## src/rtl/rdrt_pkg.sv

```systemverilog
// ----------------------------------------------------------------------------
// rdrt_pkg: shared types and constants
// Record and running-table sizes, verdict and status codes, cell command types.
// ----------------------------------------------------------------------------
package rdrt_pkg;

    localparam int REC_CAP = 64;
    localparam int RUN_CAP = 16;
    localparam int REC_IW  = $clog2(REC_CAP);
    localparam int REC_CW  = $clog2(REC_CAP + 1);
    localparam int RUN_IW  = $clog2(RUN_CAP);
    localparam int RUN_CW  = $clog2(RUN_CAP + 1);

    localparam logic [2:0] VERDICT_START    = 3'd0;
    localparam logic [2:0] VERDICT_REPLAY   = 3'd1;
    localparam logic [2:0] VERDICT_SUPER    = 3'd2;
    localparam logic [2:0] VERDICT_RUNNING  = 3'd3;
    localparam logic [2:0] VERDICT_RUN_FULL = 3'd4;
    localparam logic [2:0] VERDICT_FINISHED = 3'd5;

    localparam logic [1:0] STATUS_OK    = 2'd0;
    localparam logic [1:0] STATUS_ERROR = 2'd1;
    localparam logic [1:0] STATUS_OPEN  = 2'd2;
    localparam logic [1:0] STATUS_ENDS  = 2'd3;

    localparam logic CFG_RETENTION = 1'b0;
    localparam logic CFG_MAX_REC   = 1'b1;

    // broadcast command to every record cell
    typedef struct packed {
        logic              drop_rank;   // drop the cell holding rank sel_rank
        logic              touch;       // move matching key to newest rank
        logic              write_new;   // write new record into the free cell
        logic [REC_IW-1:0] sel_rank;
        logic [REC_CW-1:0] count;       // current count before the operation
        logic [7:0]        requester;
        logic [31:0]       session;
        logic [47:0]       sequence_v;
        logic [47:0]       stamp;
        logic [9:0]        status;
        logic [31:0]       handle;
    } rec_cmd_t;

    // result of one cell, passed along the chain
    typedef struct packed {
        logic              hit;
        logic              oldest;      // this cell holds rank 0
        logic              free_seen;
        logic              sel_hit;     // cell holding sel_rank found
        logic [REC_IW-1:0] free_idx;
        logic [REC_IW-1:0] hit_rank;
        logic [47:0]       sequence_v;
        logic [47:0]       stamp;
        logic [47:0]       old_stamp;
        logic [9:0]        status;
        logic [31:0]       handle;
    } rec_chain_t;

endpackage

```

## src/rtl/rdrt_run_table.sv

```systemverilog
// ----------------------------------------------------------------------------
// rdrt_run_table: running key table
// Lookup of running keys, insert at first free slot, clear on finish.
// ----------------------------------------------------------------------------
module rdrt_run_table (
    input  logic        aclk,
    input  logic        aresetn,
    input  logic [39:0] key,
    input  logic        insert,
    input  logic [47:0] insert_seq,
    input  logic        clear,
    output logic        hit,
    output logic        full,
    output logic [47:0] hit_seq
);

    logic [rdrt_pkg::RUN_CAP-1:0] valid_reg;
    logic [39:0]                  key_reg [rdrt_pkg::RUN_CAP];
    logic [47:0]                  seq_reg [rdrt_pkg::RUN_CAP];
    logic [rdrt_pkg::RUN_IW-1:0]  hit_idx;
    logic [rdrt_pkg::RUN_IW-1:0]  free_idx;
    logic                         free_seen;

    // first hit and first free slot
    always_comb begin
        hit = 1'b0; hit_idx = '0; hit_seq = '0; free_seen = 1'b0; free_idx = '0;
        for (int i = rdrt_pkg::RUN_CAP - 1; i >= 0; i--) begin
            if (valid_reg[i] && key_reg[i] == key) begin
                hit = 1'b1; hit_idx = rdrt_pkg::RUN_IW'(i); hit_seq = seq_reg[i];
            end
            if (!valid_reg[i]) begin
                free_seen = 1'b1; free_idx = rdrt_pkg::RUN_IW'(i);
            end
        end
        full = !free_seen;
    end

    always_ff @(posedge aclk) begin
        if (!aresetn) begin
            valid_reg <= '0;
        end else if (insert && free_seen) begin
            valid_reg[free_idx] <= 1'b1;
            key_reg[free_idx]   <= key;
            seq_reg[free_idx]   <= insert_seq;
        end else if (clear && hit) begin
            valid_reg[hit_idx] <= 1'b0;
        end
    end

endmodule

```

## config.mk

```make
export PLATFORM = sky130hd
export DESIGN_NAME = rdrt_run_table
export DESIGN_NICKNAME = d
export VERILOG_FILES = /design/src/rtl/rdrt_pkg.sv /design/src/rtl/rdrt_run_table.sv
export SDC_FILE = /design/constraint.sdc
export NUM_CORES = 2
export LEC_CHECK = 0
export BUFFER_PORTS_ARGS = -buffer_cell sky130_fd_sc_hd__buf_4
export CORE_MARGIN = 2
export CORE_UTILIZATION = 63
export DETAILED_ROUTE_END_ITERATION = 7
export HOLD_SLACK_MARGIN = 0.06
export PLACE_DENSITY_LB_ADDON = 0.05
export REMOVE_ABC_BUFFERS = 1
export SLEW_MARGIN = 10
export SYNTH_ARGS = -nofsm -noshare
export SYNTH_HDL_FRONTEND = slang
export SYNTH_SLANG_ARGS = --single-unit
```

## constraint.sdc

```tcl
create_clock -name aclk -period 10.6 [get_ports aclk]
set_input_delay 1.06 -clock aclk [delete_from_list [all_inputs] [get_ports aclk]]
set_output_delay 1.06 -clock aclk [all_outputs]
set_load 0.01 [all_outputs]
```

# Word level (Yosys, flattened, before mapping)
# Memory sizes are Yosys's and may differ from the RTL's.
# Index checks and enable logic that the tools add are counted.
dict set report totals {
  ff_bits 16
  latch_bits 0
  ramBits 1408
  rom_bits 0
  in_bits 92
  elab_cells 137
  mem_count 2
}
# memory words word_bits rd rd_clocked_by_memory_dff write_ports line_no
set mem_list {}
lappend mem_list {seq_reg 16 48 16 0 1 rdrt_run_table.sv:19} ;# logic [47:0] seq_reg [rdrt_pkg::RUN_CAP];
lappend mem_list {key_reg 16 40 16 0 1 rdrt_run_table.sv:18} ;# logic [39:0] key_reg [rdrt_pkg::RUN_CAP];
dict set report classes {
  n_addsub 0
  n_mul 0
  div_mod_pow 0
  n_lt_le_gt_ge 4
  n_eq_ne 16
  shift 0
  muxes 89
  bitwise_logic 3
  reduce_logical 22
}
# operator n
set op_table {}
lappend op_table {{$mux 48} 16}
lappend op_table {{$eq 40x40->1} 16}
lappend op_table {{$mux 4} 32}
lappend op_table {{$mux 1} 37}
lappend op_table {{$mux 16} 2}
lappend op_table {{$logic_and 1x1->1} 20}
lappend op_table {{$and 16x16->16} 1}
lappend op_table {{$not 16->16} 1}
lappend op_table {{$or 16x16->16} 1}
lappend op_table {{$lt 4x5->1 const B} 2}
lappend op_table {{$demux 1 s4} 2}
lappend op_table {{$ge 4x1->1 const B} 2}
lappend op_table {{$reduce_bool 2->1} 1}
lappend op_table {{$logic_not 1->1} 1}

# Depth between registers and ports, before layout
dict set report depth {
  ltp_word 26
  mapped_depth 14
  depth_no_buf 9
}

# Worst setup path after synthesis
# OpenSTA, ideal clock, no wires.
dict set report synth_path {
  path_type {input to register}
  from {input port aresetn}
  to {memory key_reg[1][0] (enable)}
  setup_ns 0.645
  t_arrival_ns 7.453
  slack_ns 2.502
  stages 3
  n_path_buf 1
  cell_sequence {clkbuf_1 -> nand2_1 -> nor3_1}
}
dict set report synth_via {
  elab_chain_cells 2
}
# item line_no
set synth_rtl {}
lappend synth_rtl {{start, declared} rdrt_run_table.sv:7} ;# input logic aresetn,
lappend synth_rtl {{$mux 1} rdrt_run_table.sv:39} ;# if (!aresetn) begin
lappend synth_rtl {{$mux 1 (implied by the code)} rdrt_run_table.sv:43} ;# key_reg[free_idx] <= key;
lappend synth_rtl {{end, declared} rdrt_run_table.sv:18}
# No other way between the ends.

# Worst setup path in the final report
dict set report layout_path {
  from {input port key[33]}
  to {output port hit_seq[7]}
}
dict set report layout_via {
  elab_chain_cells 18
  word_cells_on_any_way 48
  cone_classes {eq/ne: 16; mux: 16; reduce/logical: 16}
}
# item line_no
set layout_rtl {}
lappend layout_rtl {{start, declared} rdrt_run_table.sv:8} ;# input logic [39:0] key,
lappend layout_rtl {{$eq 40x40->1} rdrt_run_table.sv:28} ;# if (valid_reg[i] && key_reg[i] == key) begin
lappend layout_rtl {{$logic_and 1x1->1} rdrt_run_table.sv:28}
lappend layout_rtl {{$mux 48 (15 in series)} rdrt_run_table.sv:28}
lappend layout_rtl {{$mux 48 *} rdrt_run_table.sv:28}
lappend layout_rtl {{end, declared} rdrt_run_table.sv:14} ;# output logic [47:0] hit_seq
# Mark *: on every way between the ends. The rest lies on a longest branch, timed or not.

==> reports/qor.txt <==
post_cts resized: 0
Initial Util: 63.85%
Root Buffer: clkbuf_16
vias: 37,020
cts bufs inserted: 145
first-pass GRT wire length: 234,200 um
Max Root-Sink Buffers: 3
die area: 99,080 sq um
GRT overflow: 0
Placer Congestion: 0.9365
WL/cell: 28.75 um
Cell Rows: 113
Critical Path RT: 9540 ps
most common cell in the netlist: edfxtp_1
post-synth cell types: 83
Seq/Total Area, Yosys: 70.01%
crit path time final: 6909 ps
pin count of the biggest net entering global routing: 85
initial antenna violation count: 6
setup bufs post-CTS: 0
vias in the first global route: 35,940
setup ws final: 3691 ps
Setup TNS: 0 ps
final setup vio count: 0
final hold violations: 0
Max rail drop VDD: 0.0001797 V
# fillers: 6,365
final net count: 4,317
Reg clk slew, reported paths: 60 ps
Worst Setup Start Kind: input pin
overall routing resource usage: 32.45%
synth warn: 0
crit path max fanout: 48
fmax: 144.7 MHz
drt first pass iters: 8
pre-CTS setup slack: 3838 ps
hold_sp: key[16]
synthesis-to-layout area growth: 10.60%
main flop type after synthesis: edfxtp_1
Worst Setup End Kind: output pin
H-tree depth: 4
status: completed
pwr/cell area: 170.9 nW/um^2
Core Util, Final: 70.62%
Final Cycle Share: 65.18%
DP Wirelength: 92,970 um
post-synth top area share: 69.49%
hold buffers post-CTS: 0
IO buf count: 141
core footprint: 95,290 sq um
Die X: 314.8 um
post-synth top area cell: edfxtp_1
syn_area_per_cell: 14.94 sq um
# DRC: 0
clk_lat worst skew: 750 ps
Hold Path Class: input pin to register
main area contributors after synthesis: edfxtp_1, xnor2_1, nand4_1
WP data arrival: 5850 ps
Setup Skew: 25.15 ps
share of cells above drive strength 1: 12.37%
Slew headroom: 14.96%
DRT Wirelength: 161,000 um
IO Pins: 142
most frequent cells after synthesis: edfxtp_1, xnor2_1, nand4_1
Pins Over Slew Limit: 0
Max-cap violations: 0
CTS tree: built
static leakage: 21.09 nW
Least-Margin Pin Slew: 1273 ps
FFs w/ async S/R, synth: 0%
Tot Pwr: 11.50 mW
Cells after Synth: 4,072
Reg-to-Reg Start: valid_reg[13]$_SDFFE_PN0P_
Post-synth EDFFs: 1,408
Die Span Y: 314.8 um
CTS sink cnt: 1,424
max reg flops: 768
crit path launch: key[33]
Synth Register Bits: 1,424
RSZ-0062 raised after global routing: no
1st-iter DRT viols: 4,712
Final ANT Viol Nets: 0
synthesized area: 60,850 sq um
CP Class: input pin to output pin
Via density: 6.611
-- cell families (layout without fill, tap and decap cells) --
family	Yosys count	count (layout)	share of synthesized area [%]
multiplexers	2	2	0.03290
XOR/XNOR	614	614	9.109
AO/OA/AOI/OAI	674	674	8.153
AND/OR/NAND/NOR	1054	1054	9.737
flip-flops	1424	1424	70.01
buffers and inverters	304	565	2.955
other	0	1	0
-- power by group --
part           switching [mW]  total, mW  internal (mW)
clock network            2.09       4.82           2.73
logic                   0.330      0.464          0.133
registers             0.00806       6.22           6.21
total                    2.43       11.5           9.07
-- metrics by stage --
step                      cells  area (sq um)  hold slack (ps)
after floorplan            3845         59340            570.9
after global placement     5343         62870            646.2
after detailed placement   5343         62870            653.1
after CTS                  5598         67290            499.4
after global routing       5598         67290            513.3
final                      5599         67300            531.2
-- path summary, 6_finish.rpt --
path              slack (ps)  cells after the start                   endpoint
setup / recovery        3690                     13                 hit_seq[7]
hold / removal           530                      1   key_reg[0][16]$_DFFE_PP_
setup reg to reg        5900                     10  seq_reg[10][25]$_DFFE_PP_
hold reg to reg          680                      2  valid_reg[6]$_SDFFE_PN0P_
-- layout make-up --
type	count	area, sq um	area share (%)
antenna	1	2.502	0.003719
clock buffer	190	3882	5.769
clock inverter	65	545.5	0.8106
inverter	77	289.0	0.4295
multi-input combinational	2344	16640	24.73
sequential	1424	42600	63.30
tap	1265	1583	2.352
timing repair buffer	233	1749	2.599
-- layout by cell type, fill, tap and decap left out, types with 7 or more instances in the layout --
cell type,count
a31oi_1,17
nor2_1,124
or2_2,7
inv_1,77
edfxtp_1,1408
nand4_1,246
a221oi_2,30
xnor2_1,507
a211oi_2,12
nand2b_1,73
xnor2_2,12
nand2_1,197
nor3_1,30
buf_4,233
nor3b_1,46
nor4b_1,7
xor2_1,91
a211oi_1,35
and4_1,11
clkinv_8,8
clkinv_2,18
a21oi_1,103
nand3_1,53
o22ai_1,45
dfxtp_1,16
o21ai_0,211
o2111ai_1,11
nor4_1,74
and3_1,53
a311o_1,46
a221o_1,45
a22oi_1,10
nor2_4,16
clkbuf_16,149
nand4b_1,11
o41a_1,45
clkinv_1,28
a221oi_1,15
and2_1,51
clkbuf_1,41
-- metal layers --
layer / share of wire, % / routed length, um / track usage (%) / up-vias
met1: 39 / 63070 / 44.05 / 18560
li1: - / - / - / 16040
met4: 4.3 / 7001 / 14.00 / 12
met2: 47 / 76410 / 52.19 / 1989
met3: 9.0 / 14440 / 5.697 / 412
met5: 0.045 / 73 / 0 / -
-- critical path, cell delays in order --
cell      delay, ps
buf_4           280
buf_4           350
xnor2_1         200
nand4_1         110
or4_1           610
nor4_4          330
buf_4           660
nor2_1          350
nand2_2         470
buf_4           630
a211oi_1        120
o41a_1          400
buf_4           170
(Power assumes the default switching activity.)
