$ cat src/rtl/rdrt_pkg.sv
// ----------------------------------------------------------------------------
// rdrt_pkg: shared types and constants
// Record and running-table sizes, verdict and status codes, cell command types.
// ----------------------------------------------------------------------------
package rdrt_pkg;

    localparam int REC_CAP = 64;
    localparam int RUN_CAP = 16;
    localparam int REC_IW  = $clog2(REC_CAP);
    localparam int REC_CW  = $clog2(REC_CAP + 1);
    localparam int RUN_IW  = $clog2(RUN_CAP);
    localparam int RUN_CW  = $clog2(RUN_CAP + 1);

    localparam logic [2:0] VERDICT_START    = 3'd0;
    localparam logic [2:0] VERDICT_REPLAY   = 3'd1;
    localparam logic [2:0] VERDICT_SUPER    = 3'd2;
    localparam logic [2:0] VERDICT_RUNNING  = 3'd3;
    localparam logic [2:0] VERDICT_RUN_FULL = 3'd4;
    localparam logic [2:0] VERDICT_FINISHED = 3'd5;

    localparam logic [1:0] STATUS_OK    = 2'd0;
    localparam logic [1:0] STATUS_ERROR = 2'd1;
    localparam logic [1:0] STATUS_OPEN  = 2'd2;
    localparam logic [1:0] STATUS_ENDS  = 2'd3;

    localparam logic CFG_RETENTION = 1'b0;
    localparam logic CFG_MAX_REC   = 1'b1;

    // broadcast command to every record cell
    typedef struct packed {
        logic              drop_rank;   // drop the cell holding rank sel_rank
        logic              touch;       // move matching key to newest rank
        logic              write_new;   // write new record into the free cell
        logic [REC_IW-1:0] sel_rank;
        logic [REC_CW-1:0] count;       // current count before the operation
        logic [7:0]        requester;
        logic [31:0]       session;
        logic [47:0]       sequence_v;
        logic [47:0]       stamp;
        logic [9:0]        status;
        logic [31:0]       handle;
    } rec_cmd_t;

    // result of one cell, passed along the chain
    typedef struct packed {
        logic              hit;
        logic              oldest;      // this cell holds rank 0
        logic              free_seen;
        logic              sel_hit;     // cell holding sel_rank found
        logic [REC_IW-1:0] free_idx;
        logic [REC_IW-1:0] hit_rank;
        logic [47:0]       sequence_v;
        logic [47:0]       stamp;
        logic [47:0]       old_stamp;
        logic [9:0]        status;
        logic [31:0]       handle;
    } rec_chain_t;

endpackage

$ cat src/rtl/rdrt_rec_cell.sv
// ----------------------------------------------------------------------------
// rdrt_rec_cell: one record cell
// Holds one record with its age rank and merges its lookup into the chain.
// ----------------------------------------------------------------------------
module rdrt_rec_cell (
    input  logic                         aclk,
    input  logic                         aresetn,
    input  logic [rdrt_pkg::REC_IW-1:0]  cell_idx,
    input  rdrt_pkg::rec_cmd_t           cmd,
    input  logic                         is_free_pick,
    input  rdrt_pkg::rec_chain_t         chain_in,
    output rdrt_pkg::rec_chain_t         chain_out
);

    logic                        valid_reg;
    logic [7:0]                  req_reg;
    logic [31:0]                 ses_reg;
    logic [47:0]                 seq_reg;
    logic [47:0]                 stamp_reg;
    logic [9:0]                  status_reg;
    logic [31:0]                 handle_reg;
    logic [rdrt_pkg::REC_IW-1:0] rank_reg;
    logic                        key_hit;
    logic                        sel_hit;

    assign key_hit = valid_reg && req_reg == cmd.requester && ses_reg == cmd.session;
    assign sel_hit = valid_reg && rank_reg == cmd.sel_rank;

    // chain merge
    always_comb begin
        chain_out = chain_in;
        if (key_hit) begin
            chain_out.hit        = 1'b1;
            chain_out.hit_rank   = rank_reg;
            chain_out.sequence_v = seq_reg;
            chain_out.stamp      = stamp_reg;
            chain_out.status     = status_reg;
            chain_out.handle     = handle_reg;
        end
        if (valid_reg && rank_reg == '0) begin
            chain_out.oldest    = 1'b1;
            chain_out.old_stamp = stamp_reg;
        end
        if (!valid_reg && !chain_in.free_seen) begin
            chain_out.free_seen = 1'b1;
            chain_out.free_idx  = cell_idx;
        end
        if (sel_hit) chain_out.sel_hit = 1'b1;
    end

    // valid, rank and record update
    always_ff @(posedge aclk) begin
        if (!aresetn) begin
            valid_reg <= 1'b0;
        end else if (cmd.drop_rank && valid_reg) begin
            if (sel_hit) valid_reg <= 1'b0;
            else if (rank_reg > cmd.sel_rank) rank_reg <= rank_reg - 1'b1;
        end else if (cmd.touch && valid_reg) begin
            if (key_hit) begin
                rank_reg   <= rdrt_pkg::REC_IW'(cmd.count - 1'b1);
                seq_reg    <= cmd.sequence_v;
                stamp_reg  <= cmd.stamp;
                status_reg <= cmd.status;
                handle_reg <= cmd.handle;
            end else if (rank_reg > cmd.sel_rank) begin
                rank_reg <= rank_reg - 1'b1;
            end
        end else if (cmd.write_new && is_free_pick) begin
            valid_reg  <= 1'b1;
            rank_reg   <= rdrt_pkg::REC_IW'(cmd.count);
            req_reg    <= cmd.requester;
            ses_reg    <= cmd.session;
            seq_reg    <= cmd.sequence_v;
            stamp_reg  <= cmd.stamp;
            status_reg <= cmd.status;
            handle_reg <= cmd.handle;
        end
    end

endmodule

$ cat config.mk
export PLATFORM = sky130hd
export DESIGN_NAME = rdrt_rec_cell
export DESIGN_NICKNAME = d
export VERILOG_FILES = /design/src/rtl/rdrt_pkg.sv /design/src/rtl/rdrt_rec_cell.sv
export SDC_FILE = /design/constraint.sdc
export NUM_CORES = 1
export LEC_CHECK = 0
export BUFFER_PORTS_ARGS = -buffer_cell sky130_fd_sc_hd__buf_2
export CORE_AREA = 2 2 237 239
export DETAILED_ROUTE_END_ITERATION = 8
export DIE_AREA = 0 0 239 241
export PLACE_DENSITY_LB_ADDON = 0.25
export SLEW_MARGIN = 20
export SYNTH_ARGS = -nofsm -noshare
export SYNTH_HDL_FRONTEND = slang
export SYNTH_SLANG_ARGS = --single-unit
export TNS_END_PERCENT = 50
$ cat constraint.sdc
create_clock -name aclk -period 10.1 [get_ports aclk]
set_clock_uncertainty 0.15 [all_clocks]
set_input_delay 0.505 -clock aclk [delete_from_list [all_inputs] [get_ports aclk]]
set_output_delay 0.505 -clock aclk [all_outputs]
set_load 0.005 [all_outputs]
Word level (Yosys, flattened, before mapping)
Index checks and enable logic that the tools add are counted.
- logic and storage cells: 68
- register bits: 185
- bitwise logic cells: 2
- mux-type cells: 30
- $add $sub $neg: 2
- magnitude comparators: 1
- equal/unequal tests: 7
- reductions and logical operators: 18
- operator list (cell ; count):
    $mux 48 ; 7
    $mux 102 ; 1
    $mux 32 ; 3
    $mux 42 ; 1
    $mux 6 ; 7
    $eq 32x32->1 ; 1
    $mux 10 ; 3
    $sub 6x1->6 const B ; 2
    $eq 8x8->1 ; 1
    $logic_and 1x1->1 ; 8
    $mux 1 ; 8
    $ne 2x2->1 const B ; 4
    $reduce_and 4->1 ; 2
    $eq 6x6->1 ; 1
    $gt 6x6->1 ; 1
    $logic_not 6->1 ; 1
    $reduce_and 3->1 ; 2
    $reduce_bool 2->1 ; 2
    $reduce_bool 3->1 ; 1
    $logic_not 1->1 ; 2
    $not 1->1 ; 2

Depth between registers and ports, before layout
- depth after elaboration: 6
- mapped depth: 9

Worst setup path after synthesis
No wires, ideal clock.
- kind: input to register
- start point: input cmd[162] in the netlist's numbering
- end point: register handle_reg[0], enable pin
- arrival: 5.038 ns
- setup slack: 4.398 ns
- stages: 8
- path through: nor2b_1 -> a2111oi_0 -> nand4_1 -> nor4_1 -> buf_4 -> a21oi_1 -> o22ai_1 -> and2_1
- word-level cells in the longest chain between the ends: 4
- RTL lines (item ; line ; source):
    start: declaration ; rdrt_rec_cell.sv:9 ; input rdrt_pkg::rec_cmd_t cmd,
    $eq 32x32->1 ; rdrt_rec_cell.sv:26 ; assign key_hit = valid_reg && req_reg == cmd.requester && ses_reg == cmd.session;
    $logic_and 1x1->1 ; rdrt_rec_cell.sv:26 ;
    $ne 2x2->1 (no line) ; -- ;
    $reduce_and 4->1 (no line) ; -- ;
    end signal: assignment ; rdrt_rec_cell.sv:64 ; handle_reg <= cmd.handle;
    end signal: assignment ; rdrt_rec_cell.sv:76 ; handle_reg <= cmd.handle;
    end: declaration ; rdrt_rec_cell.sv:21 ; logic [31:0] handle_reg;
Every way passes these cells.
A chain may end at the register's enable or synchronous reset.

==> flow_summary.html <==
<table>
<tr><th>Metric</th><th>Value</th></tr>
<tr><th colspan="2">Run status</th></tr>
<tr><td>Status</td><td>finished clean</td></tr>
<tr><th colspan="2">Synthesis</th></tr>
<tr><td>Seq/Total Area, Yosys</td><td>0.6041</td></tr>
<tr><td>Share of synthesized registers carrying an async set or reset</td><td>0</td></tr>
<tr><td>Post-synth top flop</td><td>sky130_fd_sc_hd__edfxtp_1</td></tr>
<tr><td>Total number of yosys warnings</td><td>0</td></tr>
<tr><td>Mapped Nets</td><td>slightly above 1000</td></tr>
<tr><td>Post-synthesis sequential element count</td><td>185</td></tr>
<tr><td>Post-synthesis cell type count</td><td>50</td></tr>
<tr><td>Synthesized area divided by synthesized cell count</td><td>15.43 µm²</td></tr>
<tr><td>EDFF count, synth</td><td>approximately 180</td></tr>
<tr><td>Post-synthesis instance area</td><td>0.009180 mm²</td></tr>
<tr><td>Synthesized netlist cell count</td><td>595</td></tr>
<tr><th colspan="2">Floorplan</th></tr>
<tr><td>Initial Util</td><td>0.1673</td></tr>
<tr><td>Die Height</td><td>241 µm</td></tr>
<tr><td>Std-Cell Rows</td><td>86</td></tr>
<tr><td>Die footprint</td><td>between 0.05 and 0.06 mm²</td></tr>
<tr><td>Chip width</td><td>approximately 240 µm</td></tr>
<tr><td># IOs</td><td>607</td></tr>
<tr><td>Placeable core area</td><td>around 0.055 mm²</td></tr>
<tr><th colspan="2">Cells and area</th></tr>
<tr><td>Top library cells by usage in the layout, fill and taps aside</td><td>sky130_fd_sc_hd__buf_2, sky130_fd_sc_hd__edfxtp_1, sky130_fd_sc_hd__mux2_1, sky130_fd_sc_hd__dlygate4sd3_1, sky130_fd_sc_hd__mux2_2</td></tr>
<tr><td>Fraction of layout instances using a drive strength above 1</td><td>0.5474</td></tr>
<tr><td>Post-layout net count</td><td>1729</td></tr>
<tr><td>Post-Layout Inst Area</td><td>0.01476 mm²</td></tr>
<tr><td>Area overhead of the layout relative to synthesis</td><td>60.76%</td></tr>
<tr><td>Non-filler instance count after layout</td><td>2037</td></tr>
<tr><td>Most frequent standard cell in the layout excluding fill and tap cells</td><td>sky130_fd_sc_hd__buf_2</td></tr>
<tr><th colspan="2">Route</th></tr>
<tr><td>Post-route antenna net violation count</td><td>0</td></tr>
<tr><td>Average vias per placed instance</td><td>approximately 3.9</td></tr>
<tr><td>Final routed DRC violation total</td><td>0</td></tr>
<tr><td>Wire length per cell after detailed routing</td><td>roughly 19 µm</td></tr>
<tr><td>DR pass1 iterations</td><td>4</td></tr>
<tr><td>Overall routed net length</td><td>between 30000 and 40000 µm</td></tr>
<tr><td>Number of DRC violations after detailed-routing iteration 0</td><td>roughly 250</td></tr>
<tr><td>Via count</td><td>between 7000 and 8000</td></tr>
<tr><th colspan="2">Setup path</th></tr>
<tr><td>Critical path, cell by cell</td><td>inv_1 -&gt; a2111oi_0 -&gt; nand4_1 -&gt; nor4_2 -&gt; buf_4 -&gt; buf_4 -&gt; mux2_1 -&gt; buf_2</td></tr>
<tr><td>Maximum cell stage delay along the critical path</td><td>approximately 750 ps</td></tr>
<tr><td>Type of the setup path with the least slack</td><td>register to output pin</td></tr>
<tr><td>Critical Path Sink Type</td><td>output pin</td></tr>
<tr><td>Sort of element at the start of the critical path</td><td>register</td></tr>
<tr><td>CP Max Fanout</td><td>62</td></tr>
<tr><td>Cell with the largest stage delay on the worst path</td><td>sky130_fd_sc_hd__buf_4</td></tr>
<tr><td>Worst endpoint data arrival time</td><td>4150 ps</td></tr>
<tr><td>Cell seen most often among critical-path stages</td><td>sky130_fd_sc_hd__buf_4</td></tr>
<tr><td>Required time of the critical path</td><td>between 9000 and 10000 ps</td></tr>
<tr><th colspan="2">Placed design</th></tr>
<tr><td>HPWL Detailed</td><td>a little over 30000 µm</td></tr>
<tr><td>Routability congestion estimate</td><td>just under 0.8</td></tr>
<tr><td>Number of cells in the design after placement</td><td>roughly 1900</td></tr>
<tr><td>Input/output buffers</td><td>roughly 610</td></tr>
<tr><td>Total cell area at the placement stage</td><td>0.01298 mm²</td></tr>
<tr><th colspan="2">Run</th></tr>
<tr><td>Count of max-cap constraint violations</td><td>0</td></tr>
<tr><th colspan="2">Clocking</th></tr>
<tr><td>Later-pin clock latency in the skew report</td><td>around 480 ps</td></tr>
<tr><td>Largest buffer count on any clock path</td><td>2</td></tr>
<tr><td>Clock tree from TritonCTS</td><td>done</td></tr>
<tr><td>Inserted Clock Buffers</td><td>17</td></tr>
<tr><td>Post-CTS clock slew at the launch and capture registers of the worst setup and hold paths</td><td>around 80 ps</td></tr>
<tr><td>CTS Root Cell</td><td>sky130_fd_sc_hd__clkbuf_16</td></tr>
<tr><td># H-tree levels</td><td>4</td></tr>
<tr><td># clock sinks</td><td>around 190</td></tr>
<tr><td>Setup repair bufs after CTS</td><td>0</td></tr>
<tr><th colspan="2">Pwr</th></tr>
<tr><td>Overall Power</td><td>around 1900 µW</td></tr>
<tr><td>Peak supply drop</td><td>0.0001041 V</td></tr>
<tr><td>Static leakage</td><td>0.006214 µW</td></tr>
<tr><td>Total power per unit cell area</td><td>about 130 mW/mm²</td></tr>
<tr><th colspan="2">STA</th></tr>
<tr><td>Final critical-path required period</td><td>slightly below 5000 ps</td></tr>
<tr><td>Relative slew slack</td><td>0.4264</td></tr>
<tr><td>Final slew viol count</td><td>0</td></tr>
<tr><td>Final setup TNS</td><td>0 ps</td></tr>
<tr><td>Final hold violation count</td><td>0</td></tr>
<tr><td>Worst slew pin tran</td><td>860.4 ps</td></tr>
<tr><td>Setup violations, final</td><td>0</td></tr>
<tr><td>Crit share post-route</td><td>0.4762</td></tr>
<tr><td>Maximum operating frequency</td><td>~0.21 GHz</td></tr>
<tr><td>RSZ-0062 raised after global routing</td><td>false</td></tr>
<tr><th colspan="2">Global routing</th></tr>
<tr><td>Pin count of the biggest net entering global routing</td><td>between 60 and 70</td></tr>
<tr><td>Residual overflow from global routing</td><td>0</td></tr>
<tr><td>Overall fraction of global-route tracks in use</td><td>0.1261</td></tr>
<tr><td>Number of antenna violations at the first check in global routing</td><td>24</td></tr>
<tr><td>Via count of the first global-routing pass</td><td>about 8000</td></tr>
<tr><td>Wire length of the first global-routing pass</td><td>51150 µm</td></tr>
<tr><th colspan="2">Worst hold path</th></tr>
<tr><td>Class of the most critical hold timing path</td><td>input pin to register</td></tr>
</table>
[timing repair]
item | 4_1_cts | 5_1_grt
resized for setup | 0 | 0
endpoints found under the hold margin | 115 | 0
endpoints found under the setup margin | 0 | 0
hold buffers | 115 | 0
[where the power goes]
part           internal (µW)  total, µW  switching (µW)
registers                877        891            14.6
clock network            394        722             328
logic                    154        264             110
[final cells by class]
class / instances / area (µm²)
clock buffer: 17 / 425.4
antenna: 5 / 12.51
tap: 704 / 880.8
timing repair buffer: 727 / 4232
inverter: 14 / 52.55
fill: 5803 / 40120
clock inverter: 14 / 187.7
sequential: 185 / 5545
multi-input combinational: 371 / 3422
[kinds of logic (layout without fill, tap and decap cells)]
kind of cell | Yosys count | after routing | synth area share
multiplexers | 194 | 194 | 0.2378
flip-flops | 185 | 185 | 0.6041
AND/OR/NAND/NOR | 96 | 96 | 0.05779
XOR/XNOR | 42 | 42 | 0.04007
buffers and inverters | 39 | 772 | 0.02480
AO/OA/AOI/OAI | 31 | 31 | 0.02453
adder cells (fa/ha/maj) | 8 | 8 | 0.01090
other | 0 | 5 | 0
[synthesized netlist by cell type, types with 6 or more instances]
cell	number	area share
sky130_fd_sc_hd__edfxtp_1	184	0.60
sky130_fd_sc_hd__nor4_1	14	0.0095
sky130_fd_sc_hd__nand3_1	6	0.0033
sky130_fd_sc_hd__mux2_1	123	0.15
sky130_fd_sc_hd__inv_1	13	0.0053
sky130_fd_sc_hd__xnor2_1	6	0.0057
sky130_fd_sc_hd__nor2_1	14	0.0057
sky130_fd_sc_hd__buf_4	13	0.011
sky130_fd_sc_hd__xor2_1	36	0.034
sky130_fd_sc_hd__mux2_2	70	0.086
sky130_fd_sc_hd__nand2_1	20	0.0082
sky130_fd_sc_hd__a21oi_1	6	0.0033
sky130_fd_sc_hd__ha_1	8	0.011
sky130_fd_sc_hd__nor2b_1	9	0.0061
[worst max-delay path, delay by kind of cell (launching register included)]
family / cells / cell delay, ps
multiplexers: 1 / 440
AO/OA/AOI/OAI: 1 / 360
flip-flops: 1 / 660
AND/OR/NAND/NOR: 2 / 500
buffers and inverters: 4 / 1630
[worst paths after layout]
path | cells after the start | end | slack [ps] | startpoint
max | 8 | chain_out[9] | 5290 | valid_reg$_SDFFE_PN0P_
min | 1 | seq_reg[30]$_DFFE_PP_ | 50 | cmd[120]
max reg2reg | 9 | seq_reg[19]$_DFFE_PP_ | 5590 | valid_reg$_SDFFE_PN0P_
min reg2reg | 2 | rank_reg[1]$_DFFE_PP_ | 590 | rank_reg[1]$_DFFE_PP_
[per-stage QoR]
stage	utilization	worst slack, ps	hold WS (ps)
after floorplan	-	4398	373.8
after global routing	0.2687	4992	6.418
final	0.2689	5290	52.42
after global placement	0.2365	5540	531.5
after detailed placement	0.2365	5410	533.1
after CTS	0.2687	5151	0.1389
[layer usage]
layer  vias up  share of wire  global-route usage  wire, µm
met5         -         0.0029                   0       111
met1      3684           0.36              0.1302     13840
li1       3731              -                   -         -
met4        16          0.018             0.03636       700
met2       358           0.53              0.2326     19970
met3        68          0.090             0.05250      3407
Power figures use the tool's default switching activity.
